**src/hw/rtl/bwsu_pkg.sv**
```systemverilog
// ----------------------------------------------------------------------------
// bwsu_pkg
// Shared types and constants of the breakpoint / watchpoint stop unit.
// ----------------------------------------------------------------------------
`default_nettype none

package bwsu_pkg;

	localparam int BREAK_SLOTS    = 4;
	localparam int WATCH_SLOTS    = 4;
	localparam int NUM_BREAK_REGS = 4;
	localparam int NUM_WATCH_REGS = 4;

	localparam int ADDR_W   = 16;
	localparam int VALUE_W  = 8;
	localparam int ACCESS_W = 3;
	localparam int CYCLE_W  = 64;
	localparam int MODE_W   = 3;
	localparam int REASON_W = 3;

	localparam int BREAK_REG_W = ADDR_W + 1;
	localparam int WATCH_REG_W = ADDR_W + 2;
	localparam int CFG_DATA_W  = WATCH_REG_W;
	localparam int CFG_INDEX_W = 3;

	localparam int IN_DATA_W  = 96;
	localparam int OUT_DATA_W = 104;

	typedef enum logic [MODE_W-1:0] {
		MODE_FETCH     = 3'd0,
		MODE_ACCESS    = 3'd1,
		MODE_STEP_DONE = 3'd2,
		MODE_RESUME    = 3'd3,
		MODE_PREP_STEP = 3'd4,
		MODE_RT_RESET  = 3'd5
	} mode_t;

	typedef enum logic [REASON_W-1:0] {
		REASON_NONE  = 3'd0,
		REASON_BREAK = 3'd1,
		REASON_READ  = 3'd2,
		REASON_WRITE = 3'd3,
		REASON_STEP  = 3'd4
	} reason_t;

	typedef struct packed {
		logic [MODE_W-1:0]   mode;
		logic [ADDR_W-1:0]   address;
		logic [VALUE_W-1:0]  data_value;
		logic [ACCESS_W-1:0] access_kind;
		logic                is_write;
		logic [CYCLE_W-1:0]  cycle_count;
	} item_t;

	typedef struct packed {
		logic bp_hit;
		logic wp_read;
		logic wp_write;
	} match_t;

	typedef struct packed {
		logic                break_taken;
		logic                is_stopped;
		logic [REASON_W-1:0] stop_reason;
		logic [ADDR_W-1:0]   stop_address;
		logic [VALUE_W-1:0]  stop_value;
		logic [ACCESS_W-1:0] stop_access;
		logic                stop_write;
		logic [CYCLE_W-1:0]  stop_cycle;
	} result_t;

endpackage

`default_nettype wire

```
**src/hw/rtl/breakpoint_watchpoint_stop_unit_core.sv**
```systemverilog
// ----------------------------------------------------------------------------
// breakpoint_watchpoint_stop_unit_core
// Debug stop unit: breakpoint / watchpoint match and stop record.
// Path from input beat to result beat: input register, then result register.
// Throughput: one beat per cycle unless m_tready holds the result beat; the
// stop record updates between the two registers.
// Reset clears slots, stop record, skip state and both stage valids.
// ----------------------------------------------------------------------------
`default_nettype none

module breakpoint_watchpoint_stop_unit_core (
	input  wire logic                             clk,
	input  wire logic                             arst_n,
	input  wire logic                             cfg_we,
	input  wire logic [bwsu_pkg::CFG_INDEX_W-1:0] cfg_index,
	input  wire logic [bwsu_pkg::CFG_DATA_W-1:0]  cfg_data,
	input  wire logic                             s_tvalid,
	output logic                                  s_tready,
	// address[15:0], data_value[23:16], access_kind[26:24], is_write[27],
	// cycle_count[91:28], zero pad
	input  wire logic [bwsu_pkg::IN_DATA_W-1:0]   s_tdata,
	// mode[2:0]
	input  wire logic [bwsu_pkg::MODE_W-1:0]      s_tuser,
	output logic                                  m_tvalid,
	input  wire logic                             m_tready,
	// break_taken[0], is_stopped[1], stop_reason[4:2], stop_address[20:5],
	// stop_value[28:21], stop_access[31:29], stop_write[32],
	// stop_cycle[96:33], zero pad
	output logic [bwsu_pkg::OUT_DATA_W-1:0]       m_tdata
);
	import bwsu_pkg::*;

	logic [BREAK_REG_W-1:0] brk_q [NUM_BREAK_REGS];
	logic [WATCH_REG_W-1:0] wch_q [NUM_WATCH_REGS];

	item_t   item_s1;
	logic    valid_s1;
	result_t res_s2;
	logic    valid_s2;
	match_t  match;
	result_t result;
	logic    advance;

	always_ff @(posedge clk or negedge arst_n) begin
		if (!arst_n) begin
			for (int i = 0; i < NUM_BREAK_REGS; i++)
				brk_q[i] <= '0;
			for (int i = 0; i < NUM_WATCH_REGS; i++)
				wch_q[i] <= '0;
		end else if (cfg_we) begin
			if (cfg_index < CFG_INDEX_W'(NUM_BREAK_REGS))
				brk_q[cfg_index[1:0]] <= cfg_data[BREAK_REG_W-1:0];
			else
				wch_q[cfg_index[1:0]] <= cfg_data;
		end
	end

	assign advance  = valid_s1 && (!valid_s2 || m_tready);
	assign s_tready = !valid_s1 || advance;

	always_ff @(posedge clk or negedge arst_n) begin
		if (!arst_n)
			valid_s1 <= 1'b0;
		else if (s_tready)
			valid_s1 <= s_tvalid;
	end

	always_ff @(posedge clk) begin
		if (s_tready && s_tvalid) begin
			item_s1.mode        <= s_tuser;
			item_s1.address     <= s_tdata[15:0];
			item_s1.data_value  <= s_tdata[23:16];
			item_s1.access_kind <= s_tdata[26:24];
			item_s1.is_write    <= s_tdata[27];
			item_s1.cycle_count <= s_tdata[91:28];
		end
	end

	bwsu_match u_match (
		.brk_slot (brk_q),
		.wch_slot (wch_q),
		.address  (item_s1.address),
		.match    (match)
	);

	bwsu_record u_record (
		.clk     (clk),
		.arst_n  (arst_n),
		.advance (advance),
		.item    (item_s1),
		.match   (match),
		.result  (result)
	);

	always_ff @(posedge clk or negedge arst_n) begin
		if (!arst_n)
			valid_s2 <= 1'b0;
		else if (advance)
			valid_s2 <= 1'b1;
		else if (m_tready)
			valid_s2 <= 1'b0;
	end

	always_ff @(posedge clk) begin
		if (advance)
			res_s2 <= result;
	end

	assign m_tvalid = valid_s2;
	assign m_tdata  = {7'd0, res_s2.stop_cycle, res_s2.stop_write, res_s2.stop_access,
		res_s2.stop_value, res_s2.stop_address, res_s2.stop_reason,
		res_s2.is_stopped, res_s2.break_taken};

endmodule

`default_nettype wire

```
**src/hw/rtl/bwsu_match.sv**
```systemverilog
// ----------------------------------------------------------------------------
// bwsu_match
// Address compare against the breakpoint and watchpoint slots.
// ----------------------------------------------------------------------------
`default_nettype none

module bwsu_match (
	input  wire logic [bwsu_pkg::BREAK_REG_W-1:0] brk_slot [bwsu_pkg::NUM_BREAK_REGS],
	input  wire logic [bwsu_pkg::WATCH_REG_W-1:0] wch_slot [bwsu_pkg::NUM_WATCH_REGS],
	input  wire logic [bwsu_pkg::ADDR_W-1:0]      address,
	output bwsu_pkg::match_t                      match
);
	import bwsu_pkg::*;

	logic       bp_hit;
	logic [1:0] wflags;

	always_comb begin
		bp_hit = 1'b0;
		for (int i = 0; i < BREAK_SLOTS; i++) begin
			if (brk_slot[i][ADDR_W] && brk_slot[i][ADDR_W-1:0] == address)
				bp_hit = 1'b1;
		end
	end

	// Walk from the last slot down so the first non-empty hit wins.
	always_comb begin
		wflags = 2'b00;
		for (int i = WATCH_SLOTS - 1; i >= 0; i--) begin
			if (wch_slot[i][ADDR_W+1:ADDR_W] != 2'b00 &&
			    wch_slot[i][ADDR_W-1:0] == address)
				wflags = wch_slot[i][ADDR_W+1:ADDR_W];
		end
	end

	assign match.bp_hit   = bp_hit;
	assign match.wp_read  = wflags[0];
	assign match.wp_write = wflags[1];

endmodule

`default_nettype wire

```
**src/hw/rtl/bwsu_record.sv**
```systemverilog
// ----------------------------------------------------------------------------
// bwsu_record
// Stop record and one-shot skip; computes the result of one event.
// ----------------------------------------------------------------------------
`default_nettype none

module bwsu_record (
	input  wire logic             clk,
	input  wire logic             arst_n,
	input  wire logic             advance,
	input  wire bwsu_pkg::item_t  item,
	input  wire bwsu_pkg::match_t match,
	output bwsu_pkg::result_t     result
);
	import bwsu_pkg::*;

	logic [REASON_W-1:0] reason_q, reason_n;
	logic [ADDR_W-1:0]   addr_q, addr_n;
	logic [VALUE_W-1:0]  value_q, value_n;
	logic [ACCESS_W-1:0] access_q, access_n;
	logic                write_q, write_n;
	logic [CYCLE_W-1:0]  cycle_q, cycle_n;
	logic                skip_q, skip_n;
	logic [ADDR_W-1:0]   skip_addr_q, skip_addr_n;
	logic                taken;
	logic                rhit, whit;

	assign rhit = !item.is_write && match.wp_read;
	assign whit = item.is_write && match.wp_write;

	always_comb begin
		reason_n    = reason_q;
		addr_n      = addr_q;
		value_n     = value_q;
		access_n    = access_q;
		write_n     = write_q;
		cycle_n     = cycle_q;
		skip_n      = skip_q;
		skip_addr_n = skip_addr_q;
		taken       = 1'b0;
		unique case (item.mode)
			MODE_FETCH: begin
				skip_n = 1'b0;
				if (!(skip_q && item.address == skip_addr_q) && match.bp_hit) begin
					taken    = 1'b1;
					reason_n = REASON_BREAK;
					addr_n   = item.address;
					value_n  = '0;
					access_n = '0;
					write_n  = 1'b0;
					cycle_n  = item.cycle_count;
				end
			end
			MODE_ACCESS: begin
				if (reason_q == REASON_NONE && (rhit || whit)) begin
					reason_n = rhit ? REASON_READ : REASON_WRITE;
					addr_n   = item.address;
					value_n  = item.data_value;
					access_n = item.access_kind;
					write_n  = item.is_write;
					cycle_n  = item.cycle_count;
				end
			end
			MODE_STEP_DONE: begin
				if (reason_q == REASON_NONE) begin
					reason_n = REASON_STEP;
					addr_n   = item.address;
					value_n  = '0;
					access_n = '0;
					write_n  = 1'b0;
					cycle_n  = item.cycle_count;
				end
			end
			MODE_RESUME, MODE_PREP_STEP, MODE_RT_RESET: begin
				reason_n = REASON_NONE;
				addr_n   = '0;
				value_n  = '0;
				access_n = '0;
				write_n  = 1'b0;
				cycle_n  = '0;
				skip_n   = 1'b0;
				if (item.mode == MODE_RESUME && reason_q == REASON_BREAK) begin
					skip_n      = 1'b1;
					skip_addr_n = addr_q;
				end
				if (item.mode == MODE_RT_RESET)
					skip_addr_n = '0;
			end
			default: begin
			end
		endcase
	end

	always_ff @(posedge clk or negedge arst_n) begin
		if (!arst_n) begin
			reason_q    <= REASON_NONE;
			addr_q      <= '0;
			value_q     <= '0;
			access_q    <= '0;
			write_q     <= 1'b0;
			cycle_q     <= '0;
			skip_q      <= 1'b0;
			skip_addr_q <= '0;
		end else if (advance) begin
			reason_q    <= reason_n;
			addr_q      <= addr_n;
			value_q     <= value_n;
			access_q    <= access_n;
			write_q     <= write_n;
			cycle_q     <= cycle_n;
			skip_q      <= skip_n;
			skip_addr_q <= skip_addr_n;
		end
	end

	assign result.break_taken  = taken;
	assign result.is_stopped   = (reason_n != REASON_NONE);
	assign result.stop_reason  = reason_n;
	assign result.stop_address = addr_n;
	assign result.stop_value   = value_n;
	assign result.stop_access  = access_n;
	assign result.stop_write   = write_n;
	assign result.stop_cycle   = cycle_n;

endmodule

`default_nettype wire

```
**config.mk**
```make
export PLATFORM = sky130hd
export DESIGN_NAME = breakpoint_watchpoint_stop_unit_core
export DESIGN_NICKNAME = d
export VERILOG_FILES = /design/src/hw/rtl/bwsu_pkg.sv /design/src/hw/rtl/breakpoint_watchpoint_stop_unit_core.sv /design/src/hw/rtl/bwsu_match.sv /design/src/hw/rtl/bwsu_record.sv
export SDC_FILE = /design/constraint.sdc
export NUM_CORES = 1
export LEC_CHECK = 0
export BUFFER_PORTS_ARGS = -buffer_cell sky130_fd_sc_hd__buf_4
export CORE_ASPECT_RATIO = 1.25
export CORE_UTILIZATION = 63
export CTS_CLUSTER_DIAMETER = 80
export CTS_CLUSTER_SIZE = 40
export DETAILED_ROUTE_END_ITERATION = 10
export PLACE_DENSITY = 0.82
export SLEW_MARGIN = 20
export SYNTH_ARGS = -nofsm -noshare
export SYNTH_HDL_FRONTEND = slang
export SYNTH_SLANG_ARGS = --single-unit
```
**constraint.sdc**
```tcl
create_clock -name clk -period 8.35 [get_ports clk]
set_input_delay 1.67 -clock clk [delete_from_list [all_inputs] [get_ports clk]]
set_output_delay 1.67 -clock clk [all_outputs]
set_load 0.02 [all_outputs]
```
==> results of run 1 <==
synth_stat cells (3+ instances only):
| library cell | number |
|---|---|
| nand3_1 | 29 |
| o21a_1 | 3 |
| inv_1 | 7 |
| nand4_1 | 17 |
| nor2_1 | 21 |
| edfxtp_1 | 192 |
| o2bb2ai_1 | 54 |
| a211oi_1 | 3 |
| clkbuf_1 | 33 |
| xor2_1 | 106 |
| buf_6 | 8 |
| nor3b_1 | 3 |
| buf_2 | 29 |
| o21ai_0 | 64 |
| xnor2_1 | 39 |
| or4_1 | 5 |
| buf_4 | 23 |
| nand2b_1 | 7 |
| nor4_1 | 37 |
| a22o_1 | 86 |
| nor3_1 | 16 |
| and2_1 | 4 |
| o22a_1 | 3 |
| nand4b_1 | 4 |
| dfrtp_1 | 254 |
| a31oi_1 | 3 |
| mux2_2 | 139 |
| a32o_1 | 42 |
| a21oi_1 | 3 |
| nand2_1 | 55 |
worst reg2reg max path: stages, from the launching register on:
cell      delay [ns]
edfxtp_1        0.96
xnor2_1         0.19
nand4_1         0.12
nor2_1          0.50
a211oi_1        0.16
a311oi_1        0.48
o221ai_2        0.31
o21ai_4         0.76
buf_4           0.75
a22o_1          0.31
layout by cell type, fill, tap and decap left out, types with 4 or more instances in the layout:
cell / netlist / routed
a32o_1: 42 / 42
nand3_1: 29 / 29
clkbuf_16: 0 / 17
o21ai_0: 64 / 62
dfrtp_1: 254 / 254
nor2_1: 21 / 20
nand4b_1: 4 / 4
nand2_1: 55 / 54
buf_4: 23 / 230
nor3_1: 16 / 14
conb_1: 1 / 7
mux2_2: 139 / 139
a22o_1: 86 / 86
clkbuf_1: 33 / 5
o2bb2ai_1: 54 / 54
nor4_1: 37 / 37
xnor2_1: 39 / 39
edfxtp_1: 192 / 192
nand4_1: 17 / 17
inv_1: 7 / 6
xor2_1: 106 / 106
or4_1: 5 / 5
nand2b_1: 7 / 7
final cells by class:
class	count	area, um2
inverter	7	28.8
tap	396	495
clock buffer	22	444
multi-input combinational	785	6340
timing repair buffer	235	1820
fill	1944	8090
clock inverter	6	91.3
sequential	446	12100
flip-flops by register name (all words and copies together) (netlist names):
| signal | flops |
|---|---|
| brk_q | 68 |
| item_s1 | 95 |
| m_tdata | 97 |
| m_tvalid | 1 |
| u_record.access_q | 3 |
| u_record.addr_q | 16 |
| u_record.cycle_q | 64 |
| u_record.reason_q | 3 |
| u_record.skip_addr_q | 16 |
| u_record.skip_q | 1 |
| u_record.value_q | 8 |
| u_record.write_q | 1 |
| valid_s1 | 1 |
| wch_q | 72 |
worst max-delay path by stage:
stage                     slack (ns)              endpoint   startpoint  depth (start not counted)
after global placement          3.94           m_tdata[33]  item_s1[84]                          9
after global routing            3.53  u_record.access_q[1]  item_s1[76]                          9
final                           3.73  u_record.access_q[1]  item_s1[86]                          9
after detailed placement        3.79  u_record.access_q[1]  item_s1[83]                          9
after CTS                       3.79  u_record.access_q[1]  item_s1[89]                          9
after floorplan                 2.74  u_record.cycle_q[18]     m_tready                          7
stage by stage:
| stage | instance area [um2] | worst slack (ns) | total power [mW] |
|---|---|---|---|
| floorplan | 19000 | 2.74 | 3.34 |
| global placement | 20700 | 3.94 | 3.59 |
| detailed placement | 20800 | 3.79 | 3.63 |
| CTS | 21300 | 3.79 | 4.69 |
| global route | 21300 | 3.53 | 4.85 |
| finish | 21300 | 3.73 | 4.67 |
logic make-up after synthesis:
kind of cell,Yosys count,share of synthesized area (%)
AO/OA/AOI/OAI,282,12.0
XOR/XNOR,145,6.71
buffers and inverters,102,3.05
flip-flops,446,64.0
multiplexers,139,8.27
other,1,0.0198
AND/OR/NAND/NOR,212,5.90
report_power, final:
part	internal (mW)	switching [mW]	total (mW)	leakage [nW]
combinational	0.379	0.431	0.810	3.22
clock	0.405	0.677	1.08	0.256
sequential	2.58	0.201	2.78	5.12
total	3.36	1.31	4.67	8.60
routing by layer:
layer	vias to the layer above	routed length (um)
li1	5328	-
met1	6114	17100
met2	458	22200
met3	102	2670
met4	0	1770
met5	-	0
==> results.sh, run 1 <==
export IMPL_r2r_setup_slack_ns=3.73
export IMPL_maxCapViolations=0
export IMPL_synth_seq_cells=446
export IMPL_postCtsSetupBuffers=0
export IMPL_critPathKind="flop to flop"
export IMPL_viasPerCell=6.33
export IMPL_cts_buffers=16
export IMPL_p_per_area_nw_per_um2=219
export IMPL_holdPathStages=1
export IMPL_finalSetupTns_ns=0
export IMPL_dp_cells=1867
export IMPL_avgSynthCellArea_um2=14.3
export IMPL_syn_cell_area_um2=18900
export IMPL_area_growth_pct=12.7
export IMPL_r2r_end="u_record.access_q[1]"
export IMPL_max_stage_delay_ns=0.96
export IMPL_vias=12000
export IMPL_ios=231
export IMPL_yosys_most_used_dff="dfrtp_1"
export IMPL_cts_buffer_depth=3
export IMPL_num_rows=70
export IMPL_hold_end="u_record.value_q[5]"
export IMPL_num_antenna_cells=0
export IMPL_cts_sinks=446
export IMPL_synth_edf_count=192
export IMPL_port_buffers=219
export IMPL_drt_total_wl_um=43800
export IMPL_core_um2=29400
export IMPL_synthDominantCellAreaShare_pct=33.6
export IMPL_rsz0062_at_grt="no"
export IMPL_finalMaxSlewViolations=0
export IMPL_worst_slew_pin_slew_ns=1.03
export IMPL_drt_iter0_markers=882
export IMPL_hold_violations=0
export IMPL_drive_gt1_share_pct=27.6
export IMPL_yosys_warnings=0
export IMPL_grt_use_total_pct=28.7
export IMPL_grtUsageMet1_pct=38.0
export IMPL_async_reset_ff_share_pct=57.0
export IMPL_cp_start_kind="flop"
export IMPL_path_cells="xnor2_1, nand4_1, nor2_1, a211oi_1, a311oi_1, o221ai_2, o21ai_4, buf_4, a22o_1"
export IMPL_drtAntennaViolNets=0
export IMPL_skew_ns=0.0383
export IMPL_crit_arrival_ns=5.08
export IMPL_hold_class="flop to flop"
export IMPL_drtPass1Iterations=5
export IMPL_dieArea_um2=30800
export IMPL_min_period_over_period_pct=55.3
export IMPL_path_max_fanout=63
export IMPL_reg2regPathDepth=9
export IMPL_critPathBufInv=1
export IMPL_post_cts_resized=0
export IMPL_grt_pass1_wl_um=67100
export IMPL_slew_headroom_pct=30.9
export IMPL_grt_start_max_net_pins=142
export IMPL_status="finished clean"
export IMPL_place_hpwl_um=27700
export IMPL_instances_no_fill=1897
export IMPL_die_y_um=196
export IMPL_cp_end_kind="flop"
export IMPL_timing_rr_start="item_s1[86]"
export IMPL_gp_congestion=0.895
export IMPL_period_needed_ns=4.62
export IMPL_ir_drop_mv=0.224
export IMPL_grt_busiest_layer="met2"
export IMPL_ys_top_cells_by_area="dfrtp_1, edfxtp_1, mux2_2"
export IMPL_cts_hold_buffers=0
export IMPL_htree_levels=1
export IMPL_synth_top_cell_by_area="dfrtp_1"
export IMPL_antenna_found_initial=0
export IMPL_cts_root_buffer="clkbuf_16"
export IMPL_fin_nets=1616
export IMPL_min_delay_start="item_s1[73]"
export IMPL_grt_ovfl_total=0
export IMPL_total_leakage_power_nw=8.60
export IMPL_synth_cell_types=60
export IMPL_crit_required_ns=8.81
export IMPL_cts_tree="yes"
export IMPL_syn_inst=1327
export IMPL_final_util_pct=72.5
export IMPL_yosysSeqAreaShare_pct=64.0
export IMPL_initial_utilization_pct=64.3
export IMPL_insertion_delay_ns=0.56
export IMPL_drc=0
export IMPL_grt_use_met2_pct=48.7
export IMPL_chipWidth_um=157
export IMPL_fmax_mhz=217
export IMPL_crit_slowest_cell="edfxtp_1"
export IMPL_hold_slack_ns=0.496
export IMPL_grt_use_met3_pct=3.09
export IMPL_path_clk_slew_ns=0.14
export IMPL_grt_pass1_vias=11900
export IMPL_setup_viol=0
export IMPL_critPathTopFamily="compound AO/OA/AOI/OAI gates"
export IMPL_post_drt_wl_per_cell_um=23.1
Power figures use the tool's default switching activity.
==> run 2, diff against run 1 <==
--- a/config.mk
+++ b/config.mk
@@ -7,11 +7,11 @@
 export LEC_CHECK = 0
 export BUFFER_PORTS_ARGS = -buffer_cell sky130_fd_sc_hd__buf_4
 export CORE_ASPECT_RATIO = 1.25
-export CORE_UTILIZATION = 63
+export CORE_UTILIZATION = 58
 export CTS_CLUSTER_DIAMETER = 80
 export CTS_CLUSTER_SIZE = 40
 export DETAILED_ROUTE_END_ITERATION = 10
-export PLACE_DENSITY = 0.82
+export PLACE_DENSITY = 0.77
 export SLEW_MARGIN = 20
 export SYNTH_ARGS = -nofsm -noshare
 export SYNTH_HDL_FRONTEND = slang
==> constraint.sdc (replaced) <==
create_clock -name clk -period 4.6 [get_ports clk]
set_input_delay 0.92 -clock clk [delete_from_list [all_inputs] [get_ports clk]]
set_output_delay 0.92 -clock clk [all_outputs]
set_load 0.02 [all_outputs]
==> run 2 against run 1 <==
Compared with the run above: design area up 0.94%; via count down 0.50%; clock power up 86%; global-route usage down 1.7 points; core utilization down 5.1 points; sequential power up 81%; routed wire length up 2.0%; cell count up 1.6%; critical endpoint is now m_tdata[16]; largest cell class unchanged; highest routed layer unchanged.
==> results.sh, run 2 (synthesized netlist as in run 1, its figures left out) <==
export IMPL_path_clk_slew_ns=0.14
export IMPL_port_buffers=219
export IMPL_post_drt_wl_per_cell_um=23.2
export IMPL_grt_ovfl_total=0
export IMPL_worst_slew_pin_slew_ns=1.08
export IMPL_largest_reg_flops=97
export IMPL_place_area_um2=21000
export IMPL_max_stage_delay_ns=0.94
export IMPL_gp_congestion=0.891
export IMPL_postCtsSetupBuffers=0
export IMPL_hold_violations=0
export IMPL_cp_start_kind="flop"
export IMPL_crit_slowest_cell="edfxtp_1"
export IMPL_fin_ws_ns=0.497
export IMPL_crit_required_ns=5.03
export IMPL_instances_no_fill=1927
export IMPL_fmax_mhz=244
export IMPL_dieArea_um2=33400
export IMPL_ios=231
export IMPL_drc=0
export IMPL_ir_drop_mv=0.390
export IMPL_htree_levels=1
export IMPL_critPathBufInv=1
export IMPL_cts_buffers=16
export IMPL_cts_tree="yes"
export IMPL_viasPerCell=6.20
export IMPL_core_um2=32000
export IMPL_critPathTopFamily="compound AO/OA/AOI/OAI gates"
export IMPL_status="finished clean"
export IMPL_grt_use_total_pct=27.0
export IMPL_setup_viol=0
export IMPL_regArea_um2=12100
export IMPL_path_max_fanout=53
export IMPL_grt_pass1_vias=12100
export IMPL_post_cts_resized=0
export IMPL_timing_rr_start="item_s1[83]"
export IMPL_drtAntennaViolNets=0
export IMPL_finalMaxSlewViolations=0
export IMPL_grt_start_max_net_pins=126
export IMPL_startpoint="item_s1[83]"
export IMPL_crit_arrival_ns=4.53
export IMPL_cts_buffer_depth=3
export IMPL_most_common_layout_cells="dfrtp_1, buf_4, edfxtp_1"
export IMPL_cts_sinks=446
export IMPL_critPathKind="flop to flop"
export IMPL_p_per_area_nw_per_um2=397
export IMPL_vias=11900
export IMPL_num_antenna_cells=0
export IMPL_final_common_cell="dfrtp_1"
export IMPL_insertion_delay_ns=0.57
export IMPL_fin_nets=1630
export IMPL_final_fill_count=2282
export IMPL_min_period_over_period_pct=89.2
export IMPL_initial_utilization_pct=59.2
export IMPL_path_cells="xor2_1, nor4_1, nand4_1, o32ai_1, o22ai_1, o21a_1, nor3_1, or2_4, buf_4, a22o_1"
export IMPL_rsz0062_at_grt="no"
export IMPL_drtPass1Iterations=5
export IMPL_total_leakage_power_nw=8.70
export IMPL_place_hpwl_um=29000
export IMPL_hold_class="input pin to async pin"
export IMPL_slew_headroom_pct=27.8
export IMPL_drt_iter0_markers=1200
export IMPL_chipWidth_um=164
export IMPL_skew_ns=0.0343
export IMPL_cp_end_kind="flop"
export IMPL_die_y_um=204
export IMPL_period_needed_ns=4.10
export IMPL_cts_root_buffer="clkbuf_16"
export IMPL_finalInstanceArea_um2=21500
export IMPL_area_growth_pct=13.8
export IMPL_num_rows=73
export IMPL_finalSetupTns_ns=0
export IMPL_grt_pass1_wl_um=68600
export IMPL_antenna_found_initial=0
export IMPL_cts_hold_buffers=0
export IMPL_drive_gt1_share_pct=28.4
export IMPL_dp_cells=1898
export IMPL_maxCapViolations=0
export IMPL_multi_input_area_um2=6330
export IMPL_drt_total_wl_um=44700
export IMPL_post_place_ws_ns=0.580
## run 2: changes by cell type in the layout (fill, tap and decap cells not counted), moves of 2 or more
cell,previous run,this run
clkbuf_1,5,2
buf_6,2,0
clkinv_2,0,2
buf_4,230,239
buf_12,0,8
## run 2: final timing paths
path	end	slack, ns	depth (start not counted)
hold reg to reg	u_record.value_q[7]	0.51	1
max in group asynchronous	wch_q[5]	3.18	3
setup / recovery	m_tdata[16]	0.50	10
hold / removal	brk_q[30]	0.25	1
setup reg to reg	m_tdata[16]	0.50	10
min in group clk	u_record.value_q[7]	0.51	1
## run 2: layout make-up
| class | instances | share of cell area (%) |
|---|---|---|
| inverter | 7 | 0.134 |
| multi-input combinational | 785 | 29.4 |
| tap | 412 | 2.39 |
| clock buffer | 20 | 2.13 |
| sequential | 446 | 56.3 |
| clock inverter | 8 | 0.401 |
| timing repair buffer | 249 | 9.27 |
## run 2: layer usage
layer / up-vias / GRT usage, % / part of all wire [%]
met2: 398 / 47.6 / 52
met5: - / 0 / 0
met1: 6104 / 34.9 / 40
met4: 0 / 9.09 / 3.1
met3: 77 / 2.78 / 5.0
li1: 5363 / - / -
## run 2: worst reg2reg max path, cell delays in order, from the launching register on
cell and delay [ns]:
edfxtp_1 0.94, xor2_1 0.18, nor4_1 0.31, nand4_1 0.12, o32ai_1 0.46, o22ai_1 0.34
o21a_1 0.28, nor3_1 0.41, or2_4 0.24, buf_4 0.46, a22o_1 0.26
## run 2: power breakdown
group | internal [mW] | leakage, nW | switching [mW]
Clock | 0.762 | 0.270 | 1.25
Sequential | 4.68 | 5.12 | 0.357
Combinational | 0.712 | 3.31 | 0.800
Total | 6.15 | 8.70 | 2.40
## run 2: per-stage QoR
step	total power, mW	utilization (%)	hold WS (ns)
after floorplan	6.05	-	0.457
after CTS	8.61	67.3	0.503
after global routing	8.90	67.4	0.250
final	8.56	67.4	0.250
after detailed placement	6.63	65.6	0.479
after global placement	6.56	65.6	0.470
